### src/design/rde_pkg.sv
package rde_pkg;

  localparam int KIND_BITS       = 3;
  localparam int DIM_BITS        = 13;
  localparam int PITCH_BITS      = 16;
  localparam int ADDR_BITS       = 32;
  localparam int COLOR_BITS      = 32;
  localparam int CFG_DATA_BITS   = 32;
  localparam int CFG_INDEX_BITS  = 2;
  localparam int BYTES_PER_PIXEL = 4;
  localparam int PIX_SHIFT       = $clog2(BYTES_PER_PIXEL);

  localparam int CMD_DEPTH    = 2;
  localparam int RES_DEPTH    = 4;
  localparam int RES_CNT_BITS = $clog2(RES_DEPTH + 1);

  localparam logic [CFG_INDEX_BITS-1:0] REG_FB_BASE   = 2'd0;
  localparam logic [CFG_INDEX_BITS-1:0] REG_FB_WIDTH  = 2'd1;
  localparam logic [CFG_INDEX_BITS-1:0] REG_FB_HEIGHT = 2'd2;
  localparam logic [CFG_INDEX_BITS-1:0] REG_ROW_PITCH = 2'd3;

  typedef enum logic [KIND_BITS-1:0] {
    KIND_TICK  = 3'd0,
    KIND_PIXEL = 3'd1,
    KIND_HLINE = 3'd2,
    KIND_VLINE = 3'd3,
    KIND_RECT  = 3'd4,
    KIND_FILL  = 3'd5,
    KIND_LINE  = 3'd6,
    KIND_CLEAR = 3'd7
  } kind_t;

  typedef enum logic [3:0] {
    MODE_IDLE    = 4'b0001,
    MODE_FILL    = 4'b0010,
    MODE_OUTLINE = 4'b0100,
    MODE_LINE    = 4'b1000
  } mode_t;

  typedef enum logic [1:0] {
    SEG_TOP    = 2'd0,
    SEG_BOTTOM = 2'd1,
    SEG_LEFT   = 2'd2,
    SEG_RIGHT  = 2'd3
  } seg_t;

  typedef struct packed {
    logic [ADDR_BITS-1:0]  base;
    logic [DIM_BITS-1:0]   width;
    logic [DIM_BITS-1:0]   height;
    logic [PITCH_BITS-1:0] pitch;
  } cfg_t;

  // Decoded control part of one queued transaction.
  typedef struct packed {
    logic       is_tick;
    mode_t      mode;
    seg_t       first_seg;
    logic       hpos;
    logic [1:0] signs;
  } rec_ctl_t;

  typedef struct packed {
    logic                  write_enable;
    logic [ADDR_BITS-1:0]  pixel_address;
    logic [COLOR_BITS-1:0] pixel_color;
    logic                  done_res;
  } res_t;

endpackage

### src/design/rde_fifo.sv
module rde_fifo #(
  parameter int WIDTH = 8,
  parameter int DEPTH = 2
) (
  input  logic                       clk,
  input  logic                       rst_n,
  input  logic                       push,
  input  logic [WIDTH-1:0]           wr_data,
  output logic                       full,
  input  logic                       pop,
  output logic [WIDTH-1:0]           rd_data,
  output logic                       empty,
  output logic [$clog2(DEPTH+1)-1:0] count
);

  localparam int PW   = (DEPTH > 1) ? $clog2(DEPTH) : 1;
  localparam int CNTW = $clog2(DEPTH + 1);

  logic [WIDTH-1:0] mem_r [DEPTH];
  logic [PW-1:0]    wr_ptr_r, wr_ptr_nxt;
  logic [PW-1:0]    rd_ptr_r, rd_ptr_nxt;
  logic [CNTW-1:0]  count_r, count_nxt;
  logic             do_push, do_pop;

  assign full    = (count_r == CNTW'(DEPTH));
  assign empty   = (count_r == '0);
  assign count   = count_r;
  assign rd_data = mem_r[rd_ptr_r];
  assign do_push = push && !full;
  assign do_pop  = pop && !empty;

  always_comb begin
    wr_ptr_nxt = wr_ptr_r;
    rd_ptr_nxt = rd_ptr_r;
    count_nxt  = count_r;
    if (do_push) begin
      wr_ptr_nxt = (wr_ptr_r == PW'(DEPTH - 1)) ? '0 : wr_ptr_r + 1'b1;
    end
    if (do_pop) begin
      rd_ptr_nxt = (rd_ptr_r == PW'(DEPTH - 1)) ? '0 : rd_ptr_r + 1'b1;
    end
    if (do_push && !do_pop) begin
      count_nxt = count_r + 1'b1;
    end else if (do_pop && !do_push) begin
      count_nxt = count_r - 1'b1;
    end
  end

  always_ff @(posedge clk) begin
    if (!rst_n) begin
      wr_ptr_r <= '0;
      rd_ptr_r <= '0;
      count_r  <= '0;
    end else begin
      wr_ptr_r <= wr_ptr_nxt;
      rd_ptr_r <= rd_ptr_nxt;
      count_r  <= count_nxt;
    end
  end

  always_ff @(posedge clk) begin
    if (do_push) begin
      mem_r[wr_ptr_r] <= wr_data;
    end
  end

endmodule

### src/design/rde_front.sv
module rde_front #(
  parameter int COORD_BITS = 16
) (
  input  logic [rde_pkg::KIND_BITS-1:0]   kind,
  input  logic signed [COORD_BITS-1:0]    start_x,
  input  logic signed [COORD_BITS-1:0]    start_y,
  input  logic signed [COORD_BITS-1:0]    end_x,
  input  logic signed [COORD_BITS-1:0]    end_y,
  input  logic signed [COORD_BITS-1:0]    extent_w,
  input  logic signed [COORD_BITS-1:0]    extent_h,
  input  logic [rde_pkg::COLOR_BITS-1:0]  paint,
  input  rde_pkg::cfg_t                   cfg,
  output rde_pkg::rec_ctl_t               ctl,
  output logic [rde_pkg::COLOR_BITS-1:0]  color,
  output logic signed [COORD_BITS+1:0]    ax,
  output logic signed [COORD_BITS+1:0]    ay,
  output logic signed [COORD_BITS+1:0]    bx,
  output logic signed [COORD_BITS+1:0]    by,
  output logic [COORD_BITS-1:0]           sdx,
  output logic [COORD_BITS-1:0]           sdy
);

  import rde_pkg::*;

  localparam int CW = COORD_BITS + 2;
  localparam int XW = CW - COORD_BITS;
  localparam logic signed [CW-1:0] ONE = CW'(1);

  kind_t                k;
  mode_t                rmode;
  logic signed [CW-1:0] sx, sy, ex, ey, w, h;
  logic signed [CW-1:0] ox, oy, rw, rh, dx, dy, adx, ady;
  logic                 wpos, hpos, empty;

  assign sx = {{XW{start_x[COORD_BITS-1]}}, start_x};
  assign sy = {{XW{start_y[COORD_BITS-1]}}, start_y};
  assign ex = {{XW{end_x[COORD_BITS-1]}}, end_x};
  assign ey = {{XW{end_y[COORD_BITS-1]}}, end_y};
  assign w  = {{XW{extent_w[COORD_BITS-1]}}, extent_w};
  assign h  = {{XW{extent_h[COORD_BITS-1]}}, extent_h};

  assign k     = kind_t'(kind);
  assign color = paint;

  // Reduce every box command to an origin and a size.
  always_comb begin
    ox    = sx;
    oy    = sy;
    rw    = ONE;
    rh    = ONE;
    rmode = MODE_FILL;
    unique case (k)
      KIND_TICK, KIND_PIXEL, KIND_LINE: begin
      end
      KIND_HLINE: rw = w;
      KIND_VLINE: rh = h;
      KIND_RECT: begin
        rw    = w;
        rh    = h;
        rmode = MODE_OUTLINE;
      end
      KIND_FILL: begin
        rw = w;
        rh = h;
      end
      KIND_CLEAR: begin
        ox = '0;
        oy = '0;
        rw = CW'(cfg.width);
        rh = CW'(cfg.height);
      end
      default: begin
      end
    endcase
  end

  assign wpos  = !rw[CW-1] && (rw != '0);
  assign hpos  = !rh[CW-1] && (rh != '0);
  // An outline survives if either pair of sides has positive length.
  assign empty = (rmode == MODE_OUTLINE) ? !(wpos || hpos) : !(wpos && hpos);

  assign dx  = ex - sx;
  assign dy  = ey - sy;
  assign adx = dx[CW-1] ? -dx : dx;
  assign ady = dy[CW-1] ? -dy : dy;
  assign sdx = adx[COORD_BITS-1:0];
  assign sdy = ady[COORD_BITS-1:0];

  always_comb begin
    ctl.is_tick   = (k == KIND_TICK);
    ctl.first_seg = (rmode == MODE_OUTLINE && !wpos) ? SEG_LEFT : SEG_TOP;
    ctl.hpos      = hpos;
    ctl.signs[0]  = dx[CW-1] || (dx == '0);
    ctl.signs[1]  = dy[CW-1] || (dy == '0);
    if (k == KIND_LINE) begin
      ctl.mode = MODE_LINE;
      ax       = sx;
      ay       = sy;
      bx       = ex;
      by       = ey;
    end else begin
      ctl.mode = empty ? MODE_IDLE : rmode;
      ax       = ox;
      ay       = oy;
      bx       = ox + rw - ONE;
      by       = oy + rh - ONE;
    end
  end

endmodule

### src/design/rde_back.sv
module rde_back #(
  parameter int COORD_BITS = 16
) (
  input  logic                              clk,
  input  logic                              rst_n,
  input  rde_pkg::cfg_t                     cfg,
  input  logic                              q_valid,
  input  rde_pkg::rec_ctl_t                 q_ctl,
  input  logic [rde_pkg::COLOR_BITS-1:0]    q_color,
  input  logic signed [COORD_BITS+1:0]      q_ax,
  input  logic signed [COORD_BITS+1:0]      q_ay,
  input  logic signed [COORD_BITS+1:0]      q_bx,
  input  logic signed [COORD_BITS+1:0]      q_by,
  input  logic [COORD_BITS-1:0]             q_sdx,
  input  logic [COORD_BITS-1:0]             q_sdy,
  output logic                              q_pop,
  input  logic [rde_pkg::RES_CNT_BITS-1:0]  res_count,
  output logic                              res_valid,
  output rde_pkg::res_t                     res
);

  import rde_pkg::*;

  localparam int CW = COORD_BITS + 2;
  localparam int EW = COORD_BITS + 3;
  localparam int PB = RES_CNT_BITS + 1;
  localparam logic signed [CW-1:0] ONE = CW'(1);

  // Walker state
  mode_t                mode_r, mode_nxt;
  seg_t                 seg_r, seg_nxt;
  logic signed [CW-1:0] cur_x_r, cur_x_nxt, cur_y_r, cur_y_nxt;
  logic signed [CW-1:0] org_x_r, org_x_nxt, org_y_r, org_y_nxt;
  logic signed [CW-1:0] far_x_r, far_x_nxt, far_y_r, far_y_nxt;
  logic [COORD_BITS-1:0] sdx_r, sdx_nxt, sdy_r, sdy_nxt;
  logic [1:0]           signs_r, signs_nxt;
  logic signed [EW-1:0] err_r, err_nxt;
  logic                 hpos_r, hpos_nxt;
  logic [COLOR_BITS-1:0] color_r, color_nxt;

  // Pixel pipeline
  logic                  v1_r, on1_r, done1_r;
  logic [DIM_BITS-1:0]   px1_r, py1_r;
  logic [COLOR_BITS-1:0] color1_r;
  logic                  v2_r, on2_r, done2_r;
  logic [ADDR_BITS-1:0]  prod2_r, xoff2_r;
  logic [COLOR_BITS-1:0] color2_r;

  logic                 fire, done, credit, on;
  logic [PB-1:0]        pending;
  logic signed [CW-1:0] x0, x1, y1;
  logic signed [EW:0]   e2, neg_sdy, sdx_w;
  logic [EW-1:0]        sdx_e, sdy_e;
  logic                 step_x, step_y, line_end;
  logic [DIM_BITS+PITCH_BITS-1:0] prod;

  // Results already in flight count against the result queue.
  assign pending = PB'(res_count) + PB'(v1_r) + PB'(v2_r);
  assign credit  = pending < PB'(RES_DEPTH);

  // Span of the running segment.
  always_comb begin
    x0 = org_x_r;
    x1 = far_x_r;
    y1 = far_y_r;
    if (mode_r == MODE_OUTLINE) begin
      unique case (seg_r)
        SEG_TOP:    y1 = org_y_r;
        SEG_BOTTOM: begin
        end
        SEG_LEFT:   x1 = org_x_r;
        SEG_RIGHT:  x0 = far_x_r;
        default: begin
        end
      endcase
    end
  end

  assign sdx_e    = {{(EW-COORD_BITS){1'b0}}, sdx_r};
  assign sdy_e    = {{(EW-COORD_BITS){1'b0}}, sdy_r};
  assign e2       = {err_r, 1'b0};
  assign sdx_w    = {1'b0, sdx_e};
  assign neg_sdy  = -{1'b0, sdy_e};
  assign step_x   = e2 > neg_sdy;
  assign step_y   = e2 < sdx_w;
  assign line_end = (cur_x_r == far_x_r) && (cur_y_r == far_y_r);

  assign on = !cur_x_r[CW-1] && !cur_y_r[CW-1]
              && ($unsigned(cur_x_r) < CW'(cfg.width))
              && ($unsigned(cur_y_r) < CW'(cfg.height));

  always_comb begin
    mode_nxt  = mode_r;
    seg_nxt   = seg_r;
    cur_x_nxt = cur_x_r;
    cur_y_nxt = cur_y_r;
    org_x_nxt = org_x_r;
    org_y_nxt = org_y_r;
    far_x_nxt = far_x_r;
    far_y_nxt = far_y_r;
    sdx_nxt   = sdx_r;
    sdy_nxt   = sdy_r;
    signs_nxt = signs_r;
    err_nxt   = err_r;
    hpos_nxt  = hpos_r;
    color_nxt = color_r;
    q_pop     = 1'b0;
    fire      = 1'b0;
    done      = 1'b0;

    if (q_valid) begin
      if (!q_ctl.is_tick) begin
        // Load a new command over whatever is running.
        q_pop     = 1'b1;
        mode_nxt  = q_ctl.mode;
        seg_nxt   = q_ctl.first_seg;
        cur_x_nxt = q_ax;
        cur_y_nxt = q_ay;
        org_x_nxt = q_ax;
        org_y_nxt = q_ay;
        far_x_nxt = q_bx;
        far_y_nxt = q_by;
        sdx_nxt   = q_sdx;
        sdy_nxt   = q_sdy;
        signs_nxt = q_ctl.signs;
        hpos_nxt  = q_ctl.hpos;
        color_nxt = q_color;
        err_nxt   = $signed({{(EW-COORD_BITS){1'b0}}, q_sdx})
                    - $signed({{(EW-COORD_BITS){1'b0}}, q_sdy});
      end else if (mode_r == MODE_IDLE) begin
        q_pop = 1'b1;
      end else if (credit) begin
        q_pop = 1'b1;
        fire  = 1'b1;
        if (mode_r == MODE_LINE) begin
          if (line_end) begin
            done = 1'b1;
          end else begin
            err_nxt = err_r - (step_x ? $signed(sdy_e) : '0)
                            + (step_y ? $signed(sdx_e) : '0);
            if (step_x) begin
              cur_x_nxt = signs_r[0] ? cur_x_r - ONE : cur_x_r + ONE;
            end
            if (step_y) begin
              cur_y_nxt = signs_r[1] ? cur_y_r - ONE : cur_y_r + ONE;
            end
          end
        end else if (cur_x_r != x1) begin
          cur_x_nxt = cur_x_r + ONE;
        end else begin
          cur_x_nxt = x0;
          if (cur_y_r != y1) begin
            cur_y_nxt = cur_y_r + ONE;
          end else if (mode_r == MODE_OUTLINE) begin
            unique case (seg_r)
              SEG_TOP: begin
                seg_nxt   = SEG_BOTTOM;
                cur_x_nxt = org_x_r;
                cur_y_nxt = far_y_r;
              end
              SEG_BOTTOM: begin
                if (hpos_r) begin
                  seg_nxt   = SEG_LEFT;
                  cur_x_nxt = org_x_r;
                  cur_y_nxt = org_y_r;
                end else begin
                  done = 1'b1;
                end
              end
              SEG_LEFT: begin
                seg_nxt   = SEG_RIGHT;
                cur_x_nxt = far_x_r;
                cur_y_nxt = org_y_r;
              end
              SEG_RIGHT: done = 1'b1;
              default:   done = 1'b1;
            endcase
          end else begin
            done = 1'b1;
          end
        end
        if (done) begin
          mode_nxt = MODE_IDLE;
        end
      end
    end
  end

  always_ff @(posedge clk) begin
    if (!rst_n) begin
      mode_r <= MODE_IDLE;
      seg_r  <= SEG_TOP;
      v1_r   <= 1'b0;
      v2_r   <= 1'b0;
    end else begin
      mode_r <= mode_nxt;
      seg_r  <= seg_nxt;
      v1_r   <= fire;
      v2_r   <= v1_r;
    end
  end

  assign prod = py1_r * cfg.pitch;

  always_ff @(posedge clk) begin
    cur_x_r  <= cur_x_nxt;
    cur_y_r  <= cur_y_nxt;
    org_x_r  <= org_x_nxt;
    org_y_r  <= org_y_nxt;
    far_x_r  <= far_x_nxt;
    far_y_r  <= far_y_nxt;
    sdx_r    <= sdx_nxt;
    sdy_r    <= sdy_nxt;
    signs_r  <= signs_nxt;
    err_r    <= err_nxt;
    hpos_r   <= hpos_nxt;
    color_r  <= color_nxt;
    // Candidate stage
    on1_r    <= on;
    done1_r  <= done;
    px1_r    <= cur_x_r[DIM_BITS-1:0];
    py1_r    <= cur_y_r[DIM_BITS-1:0];
    color1_r <= color_r;
    // Row offset stage
    on2_r    <= on1_r;
    done2_r  <= done1_r;
    prod2_r  <= ADDR_BITS'(prod);
    xoff2_r  <= ADDR_BITS'(px1_r) << PIX_SHIFT;
    color2_r <= color1_r;
  end

  assign res_valid         = v2_r;
  assign res.write_enable  = on2_r;
  assign res.pixel_address = on2_r ? cfg.base + prod2_r + xoff2_r : '0;
  assign res.pixel_color   = color2_r;
  assign res.done_res      = done2_r;

endmodule

### src/design/raster_draw_engine.sv
// Channel  | Handshake                    | Payload
// ---------+------------------------------+------------------------------------------
// input    | in_push / in_full            | in_kind, in_start_x/y, in_end_x/y,
//          |                              | in_extent_w/h, in_paint
// result   | out_pop / out_empty          | out_write_enable, out_pixel_address,
//          |                              | out_pixel_color, out_done_res
// config   | cfg_we, cfg_index, cfg_wdata | fb_base, fb_width, fb_height, row_pitch
//
// One transaction per cycle in both directions unless a queue is full or empty;
// a tick's pixel takes a walker step, then a row-offset multiply, to the result side.
// The walker does one Bresenham or raster step per cycle while a tick is queued
// and a 4-entry result queue, which bounds the pixels in flight or waiting, has room.
// rst_n is synchronous: it empties both queues, idles the walker and reloads the
// registers with their defaults.
// in_full rises when the 2-entry command queue fills behind a stalled result side.
module raster_draw_engine #(
  parameter int COORD_BITS = 16
) (
  input  logic                                   clk,
  input  logic                                   rst_n,
  input  logic                                   in_push,
  output logic                                   in_full,
  input  logic [rde_pkg::KIND_BITS-1:0]          in_kind,
  input  logic signed [COORD_BITS-1:0]           in_start_x,
  input  logic signed [COORD_BITS-1:0]           in_start_y,
  input  logic signed [COORD_BITS-1:0]           in_end_x,
  input  logic signed [COORD_BITS-1:0]           in_end_y,
  input  logic signed [COORD_BITS-1:0]           in_extent_w,
  input  logic signed [COORD_BITS-1:0]           in_extent_h,
  input  logic [rde_pkg::COLOR_BITS-1:0]         in_paint,
  output logic                                   out_empty,
  input  logic                                   out_pop,
  output logic                                   out_write_enable,
  output logic [rde_pkg::ADDR_BITS-1:0]          out_pixel_address,
  output logic [rde_pkg::COLOR_BITS-1:0]         out_pixel_color,
  output logic                                   out_done_res,
  input  logic                                   cfg_we,
  input  logic [rde_pkg::CFG_INDEX_BITS-1:0]     cfg_index,
  input  logic [rde_pkg::CFG_DATA_BITS-1:0]      cfg_wdata
);

  import rde_pkg::*;

  localparam int CW       = COORD_BITS + 2;
  localparam int REC_BITS = $bits(rec_ctl_t) + COLOR_BITS + 4 * CW + 2 * COORD_BITS;

  cfg_t cfg_r;

  rec_ctl_t              f_ctl, q_ctl;
  logic [COLOR_BITS-1:0] f_color, q_color;
  logic signed [CW-1:0]  f_ax, f_ay, f_bx, f_by;
  logic signed [CW-1:0]  q_ax, q_ay, q_bx, q_by;
  logic [COORD_BITS-1:0] f_sdx, f_sdy, q_sdx, q_sdy;
  logic [REC_BITS-1:0]   f_rec, q_rec;
  logic                  q_empty, q_pop;

  res_t                  b_res, o_res;
  logic                  b_valid;
  logic [RES_CNT_BITS-1:0] res_count;

  always_ff @(posedge clk) begin
    if (!rst_n) begin
      cfg_r.base   <= '0;
      cfg_r.width  <= DIM_BITS'(640);
      cfg_r.height <= DIM_BITS'(480);
      cfg_r.pitch  <= PITCH_BITS'(2560);
    end else if (cfg_we) begin
      unique case (cfg_index)
        REG_FB_BASE:   cfg_r.base   <= cfg_wdata[ADDR_BITS-1:0];
        REG_FB_WIDTH:  cfg_r.width  <= cfg_wdata[DIM_BITS-1:0];
        REG_FB_HEIGHT: cfg_r.height <= cfg_wdata[DIM_BITS-1:0];
        REG_ROW_PITCH: cfg_r.pitch  <= cfg_wdata[PITCH_BITS-1:0];
        default: begin
        end
      endcase
    end
  end

  rde_front #(
    .COORD_BITS(COORD_BITS)
  ) u_front (
    .kind     (in_kind),
    .start_x  (in_start_x),
    .start_y  (in_start_y),
    .end_x    (in_end_x),
    .end_y    (in_end_y),
    .extent_w (in_extent_w),
    .extent_h (in_extent_h),
    .paint    (in_paint),
    .cfg      (cfg_r),
    .ctl      (f_ctl),
    .color    (f_color),
    .ax       (f_ax),
    .ay       (f_ay),
    .bx       (f_bx),
    .by       (f_by),
    .sdx      (f_sdx),
    .sdy      (f_sdy)
  );

  assign f_rec = {f_ctl, f_color, f_ax, f_ay, f_bx, f_by, f_sdx, f_sdy};
  assign {q_ctl, q_color, q_ax, q_ay, q_bx, q_by, q_sdx, q_sdy} = q_rec;

  rde_fifo #(
    .WIDTH(REC_BITS),
    .DEPTH(CMD_DEPTH)
  ) u_cmd_q (
    .clk     (clk),
    .rst_n   (rst_n),
    .push    (in_push),
    .wr_data (f_rec),
    .full    (in_full),
    .pop     (q_pop),
    .rd_data (q_rec),
    .empty   (q_empty),
    .count   ()
  );

  rde_back #(
    .COORD_BITS(COORD_BITS)
  ) u_back (
    .clk       (clk),
    .rst_n     (rst_n),
    .cfg       (cfg_r),
    .q_valid   (!q_empty),
    .q_ctl     (q_ctl),
    .q_color   (q_color),
    .q_ax      (q_ax),
    .q_ay      (q_ay),
    .q_bx      (q_bx),
    .q_by      (q_by),
    .q_sdx     (q_sdx),
    .q_sdy     (q_sdy),
    .q_pop     (q_pop),
    .res_count (res_count),
    .res_valid (b_valid),
    .res       (b_res)
  );

  rde_fifo #(
    .WIDTH($bits(res_t)),
    .DEPTH(RES_DEPTH)
  ) u_res_q (
    .clk     (clk),
    .rst_n   (rst_n),
    .push    (b_valid),
    .wr_data (b_res),
    .full    (),
    .pop     (out_pop),
    .rd_data (o_res),
    .empty   (out_empty),
    .count   (res_count)
  );

  assign out_write_enable  = o_res.write_enable;
  assign out_pixel_address = o_res.pixel_address;
  assign out_pixel_color   = o_res.pixel_color;
  assign out_done_res      = o_res.done_res;

endmodule

### config.mk
export PLATFORM = sky130hd
export DESIGN_NAME = raster_draw_engine
export DESIGN_NICKNAME = d
export VERILOG_FILES = /design/src/design/rde_pkg.sv /design/src/design/rde_fifo.sv /design/src/design/rde_front.sv /design/src/design/rde_back.sv /design/src/design/raster_draw_engine.sv
export SDC_FILE = /design/constraint.sdc
export NUM_CORES = 2
export LEC_CHECK = 0
export BUFFER_PORTS_ARGS = -buffer_cell sky130_fd_sc_hd__buf_2
export CORE_UTILIZATION = 45
export DETAILED_ROUTE_END_ITERATION = 7
export PLACE_DENSITY_LB_ADDON = 0.1
export SKIP_CTS_REPAIR_TIMING = 1
export SLEW_MARGIN = 20
export SYNTH_ARGS = -nofsm -noshare
export SYNTH_HDL_FRONTEND = slang
export SYNTH_SLANG_ARGS = --single-unit
### constraint.sdc
create_clock -name clk -period 9.9 [get_ports clk]
set_input_delay 2.475 -clock clk [delete_from_list [all_inputs] [get_ports clk]]
set_output_delay 2.475 -clock clk [all_outputs]
set_load 0.03 [all_outputs]
==> results.toml <==
[status]
outcome = "completed"

[timing]
fin_hold_ws_ps = 325
hold_viol_final = 0
max_freq_mhz = 155
drv_slew = 0
finalSetupTns_ps = 0
max_slew_margin = 0.269
finalSetupViolCount = 0
period_share = 0.652
worst_pin_slew_ps = 1100
clock_skew_ps = 56.0
rsz0062_at_grt = "no"
min_period_ps = 6450
setup_slack_ps = 3450

[final_layout]
instances_no_fill = 6524
area_growth_syn_to_layout_pct = 11.8
layout_common_cells = "736 x edfxtp_1, 473 x nand2_1, 463 x inv_1"
layout_commonest_cell = "edfxtp_1"
nNetsFinal = 5516
drive_above_1_share = 0.142

[routing]
drt-wirelength-per-cell_um = 21.8
drtIter0Drc = 2553
vias = 35300
wirelength_um = 142000
vias_per_cell = 5.42
drc = 0
detail-route-antenna-nets = 0
first_pass_iters = 6

[floorplanning]
io_pins = 238
die_x_um = 348
rows = 126
die_height_um = 348
die_area_um2 = 121000
coreArea_um2 = 118000
start_util = 0.455

[yosys]
synth_edf_count = 736
ys_warn_count = 0
yosysTopAreaCell = "edfxtp_1"
synth_top_area_frac = 0.411
syn-num-nets = 5328
syn_area_per_cell_um2 = 11.6
synth-main-ff-cell = "edfxtp_1"
ys_seq_area_frac = 0.497
synthTopCellsByArea = "edfxtp_1 41%, dfxtp_1 8.6%, ha_1 7.6%"
synth_area_um2 = 53800
post_synth_num_cell_types = 90
ys_seq_elements = 968
async_flop_share = 0
syn_inst = 4641

[grt]
grt_overflow = 0
grt_max_degree = 140
grt_pass1_wl_um = 216000
grt_pass1_vias = 35100
gr-usage-all-layers = 0.235
antenna_found_initial = 6

[clock_tree]
cts_root_buffer = "clkbuf_16"
clkSinkCount = 968
cts.htree.levels = 3
ctsLongestPathBuffers = 3
path_clk_slew_ps = 70
cts_tree = "done"
worstSkewPairLatency_ps = 730
cts_made_buffers = 103

[placement]
dp_cells = 6324
hpwlAfterDp_um = 105000
place_congestion = 0.898
place_ws_ps = 3100
io_buffers = 237

[pwr]
power_density_nw_per_um2 = 296
worst_ir_drop_vdd_mv = 0.233
leakagePower_nw = 23.6

[run]
drv_cap = 0

[setup_path]
cp_data_arrival_time_ps = 6920
path_class = "reg -> reg"
r2r_setup_slack_ps = 3450
end_kind = "register"
required_ps = 10360
worstSetupStartpointType = "register"
cp_max_fo = 17

[hold_path]
hold_class = "reg -> reg"
layout make-up:
| type | count | area, um^2 |
|---|---|---|
| Fill cell | 10500 | 58200 |
| Sequential cell | 968 | 26800 |
| Multi-Input combinational cell | 3019 | 24600 |
| Clock buffer | 134 | 2790 |
| Tap cell | 1600 | 2000 |
| Inverter | 464 | 1740 |
| Timing Repair Buffer | 273 | 1480 |
| Clock inverter | 59 | 752 |
| Antenna cell | 7 | 17.5 |
critical path, stage by stage (launching register included):
cell	delay, ps
edfxtp_1	430
or4_1	560
nor2_1	140
nand2_1	120
or2_2	350
nor4_1	260
xor2_1	110
ha_1	310
a21o_1	110
a21oi_1	60
o2111ai_1	210
a21oi_1	100
a311oi_4	660
and2_1	250
fa_1	420
inv_1	80
ha_1	260
a21o_1	200
a21oi_1	230
nor2b_1	100
o31ai_1	390
a31o_2	270
o21a_1	200
o21ai_0	160
nand4_1	130
o2111ai_1	120
metrics by stage:
stage	util	cell area (um^2)	power [mW]
after floorplan	-	53800	11.8
after global placement	0.478	56600	13.9
after detailed placement	0.478	56600	13.9
after CTS	0.508	60200	18.0
after global routing	0.508	60200	19.1
final	0.508	60200	17.8
state kept, by name, summed over array words and instances (netlist names), 13 cells and up, named ones only:
name	cells
cfg_r	74
u_back.cur_x_r	18
u_back.far_x_r	18
u_back.far_y_r	18
u_back.prod2_r	29
u_back.color2_r	32
u_back.sdx_r	16
u_back.px1_r	13
u_back.err_r	19
u_back.py1_r	13
u_back.xoff2_r	13
u_back.sdy_r	16
u_res_q.mem_r	264
u_back.org_y_r	16
u_back.org_x_r	16
u_back.color_r	32
u_back.cur_y_r	18
u_cmd_q.mem_r	282
u_back.color1_r	32
worst paths after layout:
kind / endpoint / cells after the start / startpoint
hold / removal: u_back.color2_r[13]$_DFF_P_ / 0 / u_back.color1_r[13]$_DFF_P_
setup reg to reg: u_back.err_r[18]$_DFFE_PP_ / 25 / u_back.sdy_r[3]$_DFFE_PP_
setup / recovery: u_back.err_r[18]$_DFFE_PP_ / 25 / u_back.sdy_r[3]$_DFFE_PP_
hold reg to reg: u_back.color2_r[13]$_DFF_P_ / 0 / u_back.color1_r[13]$_DFF_P_
metal layers:
| layer | global-route usage | share of wire | up-vias |
|---|---|---|---|
| met5 | 0 | 0 | - |
| met1 | 0.325 | 0.45 | 17400 |
| met4 | 0.0698 | 0.029 | 0 |
| li1 | - | - | 16800 |
| met2 | 0.385 | 0.47 | 909 |
| met3 | 0.0321 | 0.049 | 208 |
synthesized netlist by cell type (12+ instances only):
library cell,number
nor2_1,258
a22oi_1,54
nand2b_1,22
o221a_2,12
a21o_1,55
o211ai_1,23
and3_1,28
or2_2,14
o21a_1,33
ha_1,327
or3_1,27
dfxtp_1,232
a21oi_1,233
buf_1,24
xor2_1,142
mux2_2,125
nor4_1,26
nand3_1,65
o31ai_1,27
nand2_1,474
nand4_1,27
xnor2_1,123
o21ai_0,124
mux2i_1,79
clkbuf_1,145
and2_1,108
nor3_1,79
nor2b_1,31
o32ai_1,12
mux4_2,66
fa_1,190
a31oi_1,31
buf_2,13
a211oi_1,31
inv_1,463
edfxtp_1,736
o21bai_1,12
logic make-up after synthesis:
logic type	Yosys count	share of synthesized area
compound gates	754	0.0915
buf+inv	654	0.0468
flops	968	0.497
simple gates	1213	0.107
mux	270	0.0685
fa+ha+maj	517	0.147
xor+xnor	265	0.0431
report_power, final:
group	total [mW]	leakage, nW	internal, mW	switching (mW)
Combinational	7.32	13.3	3.09	4.23
Sequential	6.52	8.63	5.53	0.989
Clock	3.98	1.71	2.30	1.68
Total	17.8	23.6	10.9	6.90
Power figures use the tool's default switching activity.
